$ cat src/hdl/assert_macros.svh
// assertion macros used by the battery filter rtl
// expects aclk and aresetn in the scope where a macro is used
`ifndef ASSERT_MACROS_SVH
`define ASSERT_MACROS_SVH

// same-cycle implication, checked out of reset
`define BVFLB_ASSERT_NOW(lbl, ante, cons) \
    lbl: assert property (@(posedge aclk) disable iff (!aresetn) (ante) |-> (cons)) \
        else $error("immediate implication failed");

// next-cycle implication, checked out of reset
`define BVFLB_ASSERT_NEXT(lbl, ante, cons) \
    lbl: assert property (@(posedge aclk) disable iff (!aresetn) (ante) |=> (cons)) \
        else $error("next-cycle implication failed");

`endif

$ cat src/hdl/bvflb_pkg.sv
// shared constants and types for the battery voltage filter
// no dependencies
`default_nettype none

package bvflb_pkg;

    // millivolt scaling: mv = sample * 271 / 64
    localparam int unsigned SCALE_MUL   = 271;
    localparam int unsigned SCALE_SHIFT = 6;
    localparam int unsigned MUL_BITS    = 9;

    // field and state widths
    localparam int unsigned MV_BITS   = 15;
    localparam int unsigned ACC_BITS  = 28;
    localparam int unsigned WARM_BITS = 8;
    localparam int unsigned CFG_DATA_BITS  = 15;
    localparam int unsigned CFG_INDEX_BITS = 2;

    localparam logic [MV_BITS-1:0] MV_MAX = 15'h7FFF;

    // register indexes
    localparam logic [CFG_INDEX_BITS-1:0] REG_LOW_THRESHOLD  = 2'd0;
    localparam logic [CFG_INDEX_BITS-1:0] REG_HIGH_THRESHOLD = 2'd1;
    localparam logic [CFG_INDEX_BITS-1:0] REG_WARMUP_TICKS   = 2'd2;

    // reset values
    localparam logic [MV_BITS-1:0]   LOW_THRESHOLD_RST  = 15'd10500;
    localparam logic [MV_BITS-1:0]   HIGH_THRESHOLD_RST = 15'd11000;
    localparam logic [WARM_BITS-1:0] WARMUP_TICKS_RST   = 8'd100;

    // configuration seen by the filter stage
    typedef struct packed {
        logic [MV_BITS-1:0]   low_threshold;
        logic [MV_BITS-1:0]   high_threshold;
        logic                 warmup_load;
        logic [WARM_BITS-1:0] warmup_value;
    } cfg_t;

endpackage

`default_nettype wire

$ cat src/hdl/bvflb_cfg.sv
// configuration registers: thresholds and warm-up reload
// depends on bvflb_pkg
`default_nettype none

module bvflb_cfg
    import bvflb_pkg::*;
(
    input  wire logic                      aclk,
    input  wire logic                      aresetn,
    input  wire logic                      cfg_valid,
    output logic                           cfg_ready,
    input  wire logic [CFG_INDEX_BITS-1:0] cfg_index,
    input  wire logic [CFG_DATA_BITS-1:0]  cfg_data,
    output cfg_t                           cfg
);

    logic [MV_BITS-1:0] low_thr_reg;
    logic [MV_BITS-1:0] high_thr_reg;
    logic               wr_en;

    // writes are always taken
    assign cfg_ready = 1'b1;
    assign wr_en     = cfg_valid;

    // threshold registers
    always_ff @(posedge aclk) begin
        if (!aresetn) begin
            low_thr_reg  <= LOW_THRESHOLD_RST;
            high_thr_reg <= HIGH_THRESHOLD_RST;
        end else if (wr_en) begin
            case (cfg_index)
                REG_LOW_THRESHOLD:  low_thr_reg  <= cfg_data[MV_BITS-1:0];
                REG_HIGH_THRESHOLD: high_thr_reg <= cfg_data[MV_BITS-1:0];
                default: ;
            endcase
        end
    end

    // warm-up reload travels as a one-cycle strobe with its value
    always_comb begin
        cfg.low_threshold  = low_thr_reg;
        cfg.high_threshold = high_thr_reg;
        cfg.warmup_load    = wr_en && (cfg_index == REG_WARMUP_TICKS);
        cfg.warmup_value   = cfg_data[WARM_BITS-1:0];
    end

endmodule

`default_nettype wire

$ cat src/hdl/bvflb_scale.sv
// input stage: takes a converter sample request and registers its millivolt value
// depends on bvflb_pkg
`default_nettype none

module bvflb_scale
    import bvflb_pkg::*;
#(
    parameter int unsigned SAMPLE_BITS = 12
) (
    input  wire logic                   aclk,
    input  wire logic                   aresetn,
    input  wire logic                   s_valid,
    output logic                        s_ready,
    input  wire logic [SAMPLE_BITS-1:0] s_adc_sample,
    output logic                        mv_valid,
    input  wire logic                   mv_ready,
    output logic [MV_BITS-1:0]          mv_value
);

    localparam int unsigned PROD_BITS = SAMPLE_BITS + MUL_BITS;

    logic [PROD_BITS-1:0] prod;
    logic [31:0]          scaled_wide;
    logic [MV_BITS-1:0]   scaled_sat;
    logic                 valid_reg;
    logic [MV_BITS-1:0]   mv_reg;
    logic                 load;

    // constant multiply, truncating shift, saturate to 15 bits
    always_comb begin
        prod        = PROD_BITS'(s_adc_sample) * PROD_BITS'(SCALE_MUL);
        scaled_wide = 32'(prod >> SCALE_SHIFT);
        scaled_sat  = (scaled_wide > 32'(MV_MAX)) ? MV_MAX : scaled_wide[MV_BITS-1:0];
    end

    assign s_ready = !valid_reg || mv_ready;
    assign load    = s_valid && s_ready;

    // stage valid
    always_ff @(posedge aclk) begin
        if (!aresetn) begin
            valid_reg <= 1'b0;
        end else if (s_ready) begin
            valid_reg <= s_valid;
        end
    end

    // stage payload
    always_ff @(posedge aclk) begin
        if (load) begin
            mv_reg <= scaled_sat;
        end
    end

    assign mv_valid = valid_reg;
    assign mv_value = mv_reg;

endmodule

`default_nettype wire

$ cat src/hdl/bvflb_filter.sv
// filter stage: warm-up preload, leaky integrator, hysteresis flag, result register
// depends on bvflb_pkg and assert_macros.svh
`default_nettype none

`include "assert_macros.svh"

module bvflb_filter
    import bvflb_pkg::*;
#(
    parameter int unsigned FILTER_SHIFT = 13
) (
    input  wire logic               aclk,
    input  wire logic               aresetn,
    input  wire cfg_t               cfg,
    input  wire logic               mv_valid,
    output logic                    mv_ready,
    input  wire logic [MV_BITS-1:0] mv_value,
    output logic                    m_valid,
    input  wire logic               m_ready,
    output logic [MV_BITS-1:0]      m_filtered_mv,
    output logic                    m_low_battery,
    output logic                    m_warming_up
);

    localparam int unsigned WIDE_BITS = ACC_BITS + MV_BITS;

    logic [WARM_BITS-1:0] count_reg,  count_next;
    logic [MV_BITS-1:0]   fv_reg,     fv_next;
    logic [ACC_BITS-1:0]  acc_reg,    acc_next;
    logic                 flag_reg,   flag_next;
    logic                 m_valid_reg;
    logic [MV_BITS-1:0]   out_mv_reg;
    logic                 out_flag_reg;
    logic                 out_warm_reg;

    logic                 advance;
    logic                 preload;
    logic [WIDE_BITS-1:0] pre_wide;
    logic [ACC_BITS-1:0]  acc_sum;
    logic [ACC_BITS-1:0]  acc_shr;
    logic [WARM_BITS-1:0] count_dec;

    // assertion helpers
    logic                 preload_step;
    logic                 count_step;
    logic [ACC_BITS-1:0]  fv_aligned;

    assign mv_ready = !m_valid_reg || m_ready;
    assign advance  = mv_valid && mv_ready;
    assign preload  = (count_reg != '0);
    assign count_dec = count_reg - WARM_BITS'(1);

    // next state for one request
    always_comb begin
        pre_wide  = WIDE_BITS'(mv_value) << FILTER_SHIFT;
        acc_sum   = acc_reg + ACC_BITS'(mv_value) - ACC_BITS'(fv_reg);
        acc_shr   = acc_sum >> FILTER_SHIFT;
        count_next = count_reg;
        fv_next    = fv_reg;
        acc_next   = acc_reg;
        flag_next  = flag_reg;
        if (preload) begin
            fv_next    = mv_value;
            acc_next   = pre_wide[ACC_BITS-1:0];
            count_next = count_dec;
        end else begin
            acc_next = acc_sum;
            fv_next  = (acc_shr > ACC_BITS'(MV_MAX)) ? MV_MAX : acc_shr[MV_BITS-1:0];
            // clearing wins when both compares hit
            if (fv_next < cfg.low_threshold) begin
                flag_next = 1'b1;
            end
            if (fv_next > cfg.high_threshold) begin
                flag_next = 1'b0;
            end
        end
    end

    // filter state
    always_ff @(posedge aclk) begin
        if (!aresetn) begin
            count_reg <= WARMUP_TICKS_RST;
            fv_reg    <= '0;
            acc_reg   <= '0;
            flag_reg  <= 1'b0;
        end else begin
            if (cfg.warmup_load) begin
                count_reg <= cfg.warmup_value;
            end else if (advance) begin
                count_reg <= count_next;
            end
            if (advance) begin
                fv_reg   <= fv_next;
                acc_reg  <= acc_next;
                flag_reg <= flag_next;
            end
        end
    end

    // result valid
    always_ff @(posedge aclk) begin
        if (!aresetn) begin
            m_valid_reg <= 1'b0;
        end else if (mv_ready) begin
            m_valid_reg <= mv_valid;
        end
    end

    // result payload
    always_ff @(posedge aclk) begin
        if (advance) begin
            out_mv_reg   <= fv_next;
            out_flag_reg <= flag_next;
            out_warm_reg <= preload;
        end
    end

    assign m_valid       = m_valid_reg;
    assign m_filtered_mv = out_mv_reg;
    assign m_low_battery = out_flag_reg;
    assign m_warming_up  = out_warm_reg;

    assign preload_step = advance && preload;
    assign count_step   = preload_step && !cfg.warmup_load;
    assign fv_aligned   = ACC_BITS'(WIDE_BITS'(fv_reg) << FILTER_SHIFT);

    // preload leaves the accumulator aligned with the filtered value
    `BVFLB_ASSERT_NEXT(a_preload_acc, preload_step, acc_reg == fv_aligned)
    // preload never moves the low-battery flag
    `BVFLB_ASSERT_NEXT(a_preload_flag, preload_step, flag_reg == $past(flag_reg))
    // each preload request uses up one warm-up tick
    `BVFLB_ASSERT_NEXT(a_preload_count, count_step, count_reg == $past(count_dec))
    // result register mirrors the state it was loaded from
    `BVFLB_ASSERT_NEXT(a_result_state, advance, m_filtered_mv == fv_reg && m_low_battery == flag_reg)

endmodule

`default_nettype wire

$ cat src/hdl/battery_voltage_filter_lowbat_top.sv
// top level of the battery voltage filter with low-battery flag
// depends on bvflb_pkg, bvflb_cfg, bvflb_scale and bvflb_filter
`default_nettype none

// Takes one converter sample per request and returns one result per request:
// the filtered battery voltage in millivolts, the low-battery flag and a
// warm-up marker. A new sample can be accepted every clock cycle while results
// are taken; a sample goes through the scale register, then the result register.
// The first stage registers the scaled sample (constant multiply by 271,
// shift by 6, saturate), the second stage updates the leaky integrator and the
// hysteresis flag and holds the result until it is taken. Configuration writes
// are accepted in every cycle; writing the warm-up register restarts the
// preload count.
module battery_voltage_filter_lowbat_top
    import bvflb_pkg::*;
#(
    parameter int unsigned FILTER_SHIFT = 13,
    parameter int unsigned SAMPLE_BITS  = 12
) (
    input  wire logic                      aclk,
    input  wire logic                      aresetn,
    input  wire logic                      cfg_valid,
    output logic                           cfg_ready,
    input  wire logic [CFG_INDEX_BITS-1:0] cfg_index,
    input  wire logic [CFG_DATA_BITS-1:0]  cfg_data,
    input  wire logic                      s_valid,
    output logic                           s_ready,
    input  wire logic [SAMPLE_BITS-1:0]    s_adc_sample,
    output logic                           m_valid,
    input  wire logic                      m_ready,
    output logic [MV_BITS-1:0]             m_filtered_mv,
    output logic                           m_low_battery,
    output logic                           m_warming_up
);

    cfg_t               cfg;
    logic               mv_valid;
    logic               mv_ready;
    logic [MV_BITS-1:0] mv_value;

    // configuration registers
    bvflb_cfg u_cfg (
        .aclk      (aclk),
        .aresetn   (aresetn),
        .cfg_valid (cfg_valid),
        .cfg_ready (cfg_ready),
        .cfg_index (cfg_index),
        .cfg_data  (cfg_data),
        .cfg       (cfg)
    );

    // sample scaling stage
    bvflb_scale #(
        .SAMPLE_BITS (SAMPLE_BITS)
    ) u_scale (
        .aclk         (aclk),
        .aresetn      (aresetn),
        .s_valid      (s_valid),
        .s_ready      (s_ready),
        .s_adc_sample (s_adc_sample),
        .mv_valid     (mv_valid),
        .mv_ready     (mv_ready),
        .mv_value     (mv_value)
    );

    // filter and result stage
    bvflb_filter #(
        .FILTER_SHIFT (FILTER_SHIFT)
    ) u_filter (
        .aclk          (aclk),
        .aresetn       (aresetn),
        .cfg           (cfg),
        .mv_valid      (mv_valid),
        .mv_ready      (mv_ready),
        .mv_value      (mv_value),
        .m_valid       (m_valid),
        .m_ready       (m_ready),
        .m_filtered_mv (m_filtered_mv),
        .m_low_battery (m_low_battery),
        .m_warming_up  (m_warming_up)
    );

endmodule

`default_nettype wire

$ cat config.mk
export PLATFORM = sky130hd
export DESIGN_NAME = battery_voltage_filter_lowbat_top
export DESIGN_NICKNAME = d
export VERILOG_FILES = /design/src/hdl/bvflb_pkg.sv /design/src/hdl/bvflb_cfg.sv /design/src/hdl/bvflb_scale.sv /design/src/hdl/bvflb_filter.sv /design/src/hdl/battery_voltage_filter_lowbat_top.sv
export VERILOG_INCLUDE_DIRS = /design/src /design/src/hdl
export SDC_FILE = /design/constraint.sdc
export NUM_CORES = 1
export LEC_CHECK = 0
export ABC_CLOCK_PERIOD_IN_PS = 9000
export BUFFER_PORTS_ARGS = -buffer_cell sky130_fd_sc_hd__buf_2
export CORE_MARGIN = 3
export CORE_UTILIZATION = 49
export DETAILED_ROUTE_END_ITERATION = 8
export GPL_TIMING_DRIVEN = 0
export HOLD_SLACK_MARGIN = 0.03
export PLACE_DENSITY = 0.66
export SYNTH_ARGS = -nofsm -noshare
export SYNTH_HDL_FRONTEND = slang
export SYNTH_HIERARCHICAL = 1
export SYNTH_SLANG_ARGS = --single-unit
$ cat constraint.sdc
create_clock -name aclk -period 9 [get_ports aclk]
set_clock_uncertainty 0.2 [all_clocks]
set_input_delay 0.9 -clock aclk [delete_from_list [all_inputs] [get_ports aclk]]
set_output_delay 0.9 -clock aclk [all_outputs]
set_load 0.02 [all_outputs]
==> impl_metrics.yaml <==
cts:
  clkTransAtPathRegs_ns: 0.06
  cts.htree.levels: 4
  cts_setup_buffers: 0
  cts_resized: 0
  numCtsBuffers: 17
  cts_num_sinks: 116
  cts_max_path_buffers: 2
  ctsHoldBuffers: 0
  root_buffer: "clkbuf_16"
  insertion_delay_ns: 0.42
  cts_tree: "done"
finish:
  areaGrowthSynthToFinish_pct: 12.75
  largest_reg_flops: 28
  drive_gt1_share_pct: 11.06
  layout.cells.non_filler: 1463
  nNetsFinal: 1369
  antenna_cells: 0
floorplan:
  die_h_um: 145.6
  num_rows: 50
  floorplan.die_area_um2: 21190
  initial_core_util_pct: 50.53
  io-pin-count: 54
  die-width_um: 145.6
  core_area_um2: 18890
worst_setup_path:
  cpPeakStageDelay_ns: 0.53
  startpoint_type: "register"
  worst_path_most_repeated_cell: "a21oi_1"
  path_max_fanout: 4
  crit_type: "register to register"
  crit_arrival_ns: 5.50
  end_kind: "register"
  crit_chain: "inv_1 > fa_1 > fa_1 > nand2b_1 > a21oi_1 > o21ai_0 > a2111o_1 > a221o_1 > nor2_1 > ha_1 > a21oi_1 > nor2b_1 > a2111oi_0 > o21ai_0 > a21oi_1 > a21oi_1 > a2111oi_2"
  worst_path_max_delay_cell: "fa_1"
  required_ns: 9.12
detailed_routing:
  drt-pass1-iter-count: 6
  drtAntennaViolNets: 0
  vias_per_cell: 5.552
  post_drt_wl_per_cell_um: 17.26
  drc: 0
  drt-initial-drc-count: 618
  drt-total-wl_um: 25250
  num_vias: 8123
placement:
  dp_slack_ns: 3.735
  portBuffers: 52
  place_hpwl_um: 19910
  routabilityCongestion: 0.9374
  dp.cells: 1431
global_routing:
  grt_pass1_vias: 7740
  grt_max_degree: 27
  grt_pass1_wl_um: 40510
  track_usage_pct: 24.01
  antenna_found_initial: 0
  grt-ovfl-total: 0
yosys:
  netlist_area_um2: 9547
  synth_common_cells: "196 x inv_1, 103 x ha_1, 93 x nand2_1"
  synth_area_leaders: "dfxtp_1 18%, ha_1 13%, edfxtp_1 10%"
  avgSynthCellArea_um2: 8.531
  synth.top_cell.area_share_pct: 17.61
  synth_top_cell_by_area: "dfxtp_1"
  synthCells: 1119
  synth_most_common_cell: "inv_1"
  syn_nets: 1298
  yosysWarnings: 6
  synth-async-reset-ratio_pct: 0
  yosysSeqAreaShare_pct: 27.68
  ys_ff_latch: 116
  ys_types: 76
  synth_ff_type: "dfxtp_1"
  synth_edf_count: 32
sta:
  rsz0062_at_grt: "no"
  report.final.hold_viol_count: 0
  min_period_ns: 5.375
  finalSetupViolCount: 0
  relSlewSlack_pct: 42.85
  min_period_over_period_pct: 59.72
  setup-tns-final_ns: 0
  max_freq_mhz: 186.1
  maxSlewViolCount: 0
  worst_slew_pin_slew_ns: 0.8521
  fin_ws_ns: 3.625
worst_hold_path:
  hp-class: "register to register"
outcome:
  outcome: "finished, final reports clean"
pwr:
  power_density_nw_per_um2: 277.2
  leakagePower_nw: 4.978
  vdd_drop_max_uv: 139.7
job:
  maxCapViolCount: 0
-- report_power, final --
group	leakage, nW	internal (mW)	switching, mW
clock	0.313	0.439	0.273
combinational	3.68	0.611	0.983
sequential	0.990	0.628	0.0507
total	4.98	1.68	1.31
-- critical path: cells and delay by family, from the launching register on --
| kind | cells | cell delay, ns |
|---|---|---|
| AOI/OAI and AO/OA | 10 | 2.71 |
| and+or+nand+nor | 3 | 0.57 |
| adders and majority gates | 3 | 1.33 |
| buffers and inverters | 1 | 0.08 |
| DFF | 1 | 0.39 |
-- metal layers --
layer	part of all wire, %	vias up	track usage (%)
met5	0	-	0
met4	1.7	0	6.695
met3	6.1	26	3.924
met2	47	277	40.24
met1	45	3860	32.31
li1	-	3960	-
-- cell families after synthesis --
logic type	synth area share (%)
XOR/XNOR	3.578
AO/OA/AOI/OAI	17.44
AND/OR/NAND/NOR	14.86
other	0.03928
buffers and inverters	10.66
multiplexers	3.434
flip-flops	27.68
adder cells (fa/ha/maj)	22.31
-- path summary, 6_finish.rpt --
check                              end  cells after the start  slack, ns            startpoint
setup / recovery     u_filter/flag_reg                     17       3.63   u_scale/mv_value[1]
hold / removal    u_cfg/low_thr_reg[7]                      2       0.26  u_cfg/low_thr_reg[7]
setup reg to reg     u_filter/flag_reg                     17       3.63   u_scale/mv_value[1]
hold reg to reg   u_cfg/low_thr_reg[7]                      2       0.26  u_cfg/low_thr_reg[7]
-- cells in the final DEF (no fill, tap or decap), drive strengths merged, types with 10 or more instances in the layout --
| cell | instances |
|---|---|
| nor2 | 68 |
| edfxtp | 32 |
| nand2 | 93 |
| o21a | 11 |
| a22oi | 11 |
| nand2b | 10 |
| xor2 | 18 |
| fa | 42 |
| mux2i | 26 |
| a21oi | 73 |
| nor3 | 23 |
| dfxtp | 84 |
| nor2b | 12 |
| clkbuf | 41 |
| nand4 | 13 |
| buf | 82 |
| a211oi | 13 |
| ha | 103 |
| xnor2 | 21 |
| o211ai | 23 |
| nand3 | 23 |
| o21ai | 44 |
| inv | 203 |
| a21o | 17 |
-- through the flow --
step	hold WS, ns	total power, mW	util [%]	cell area, um^2
3_3_place_gp	0.2401	2.223	53.63	10130
2_1_floorplan	0.2319	1.852	-	9547
3_5_place_dp	0.2509	2.250	53.64	10130
4_1_cts	0.2608	2.977	56.97	10760
5_1_grt	0.2762	3.235	56.97	10760
6_report	0.2593	2.984	56.97	10760
-- final cells by class --
| class | instances | area [um^2] |
|---|---|---|
| fillers | 1769 | 8129 |
| multi-input cells | 754 | 5887 |
| flip-flops and latches | 116 | 2643 |
| inverters | 198 | 743.2 |
| clock buffers | 20 | 500.5 |
| well taps | 260 | 325.3 |
| plain buffers | 51 | 275.3 |
| repair buffers | 52 | 260.3 |
| clock inverters | 12 | 130.1 |
Note: power is estimated with default switching activity, not from simulation.
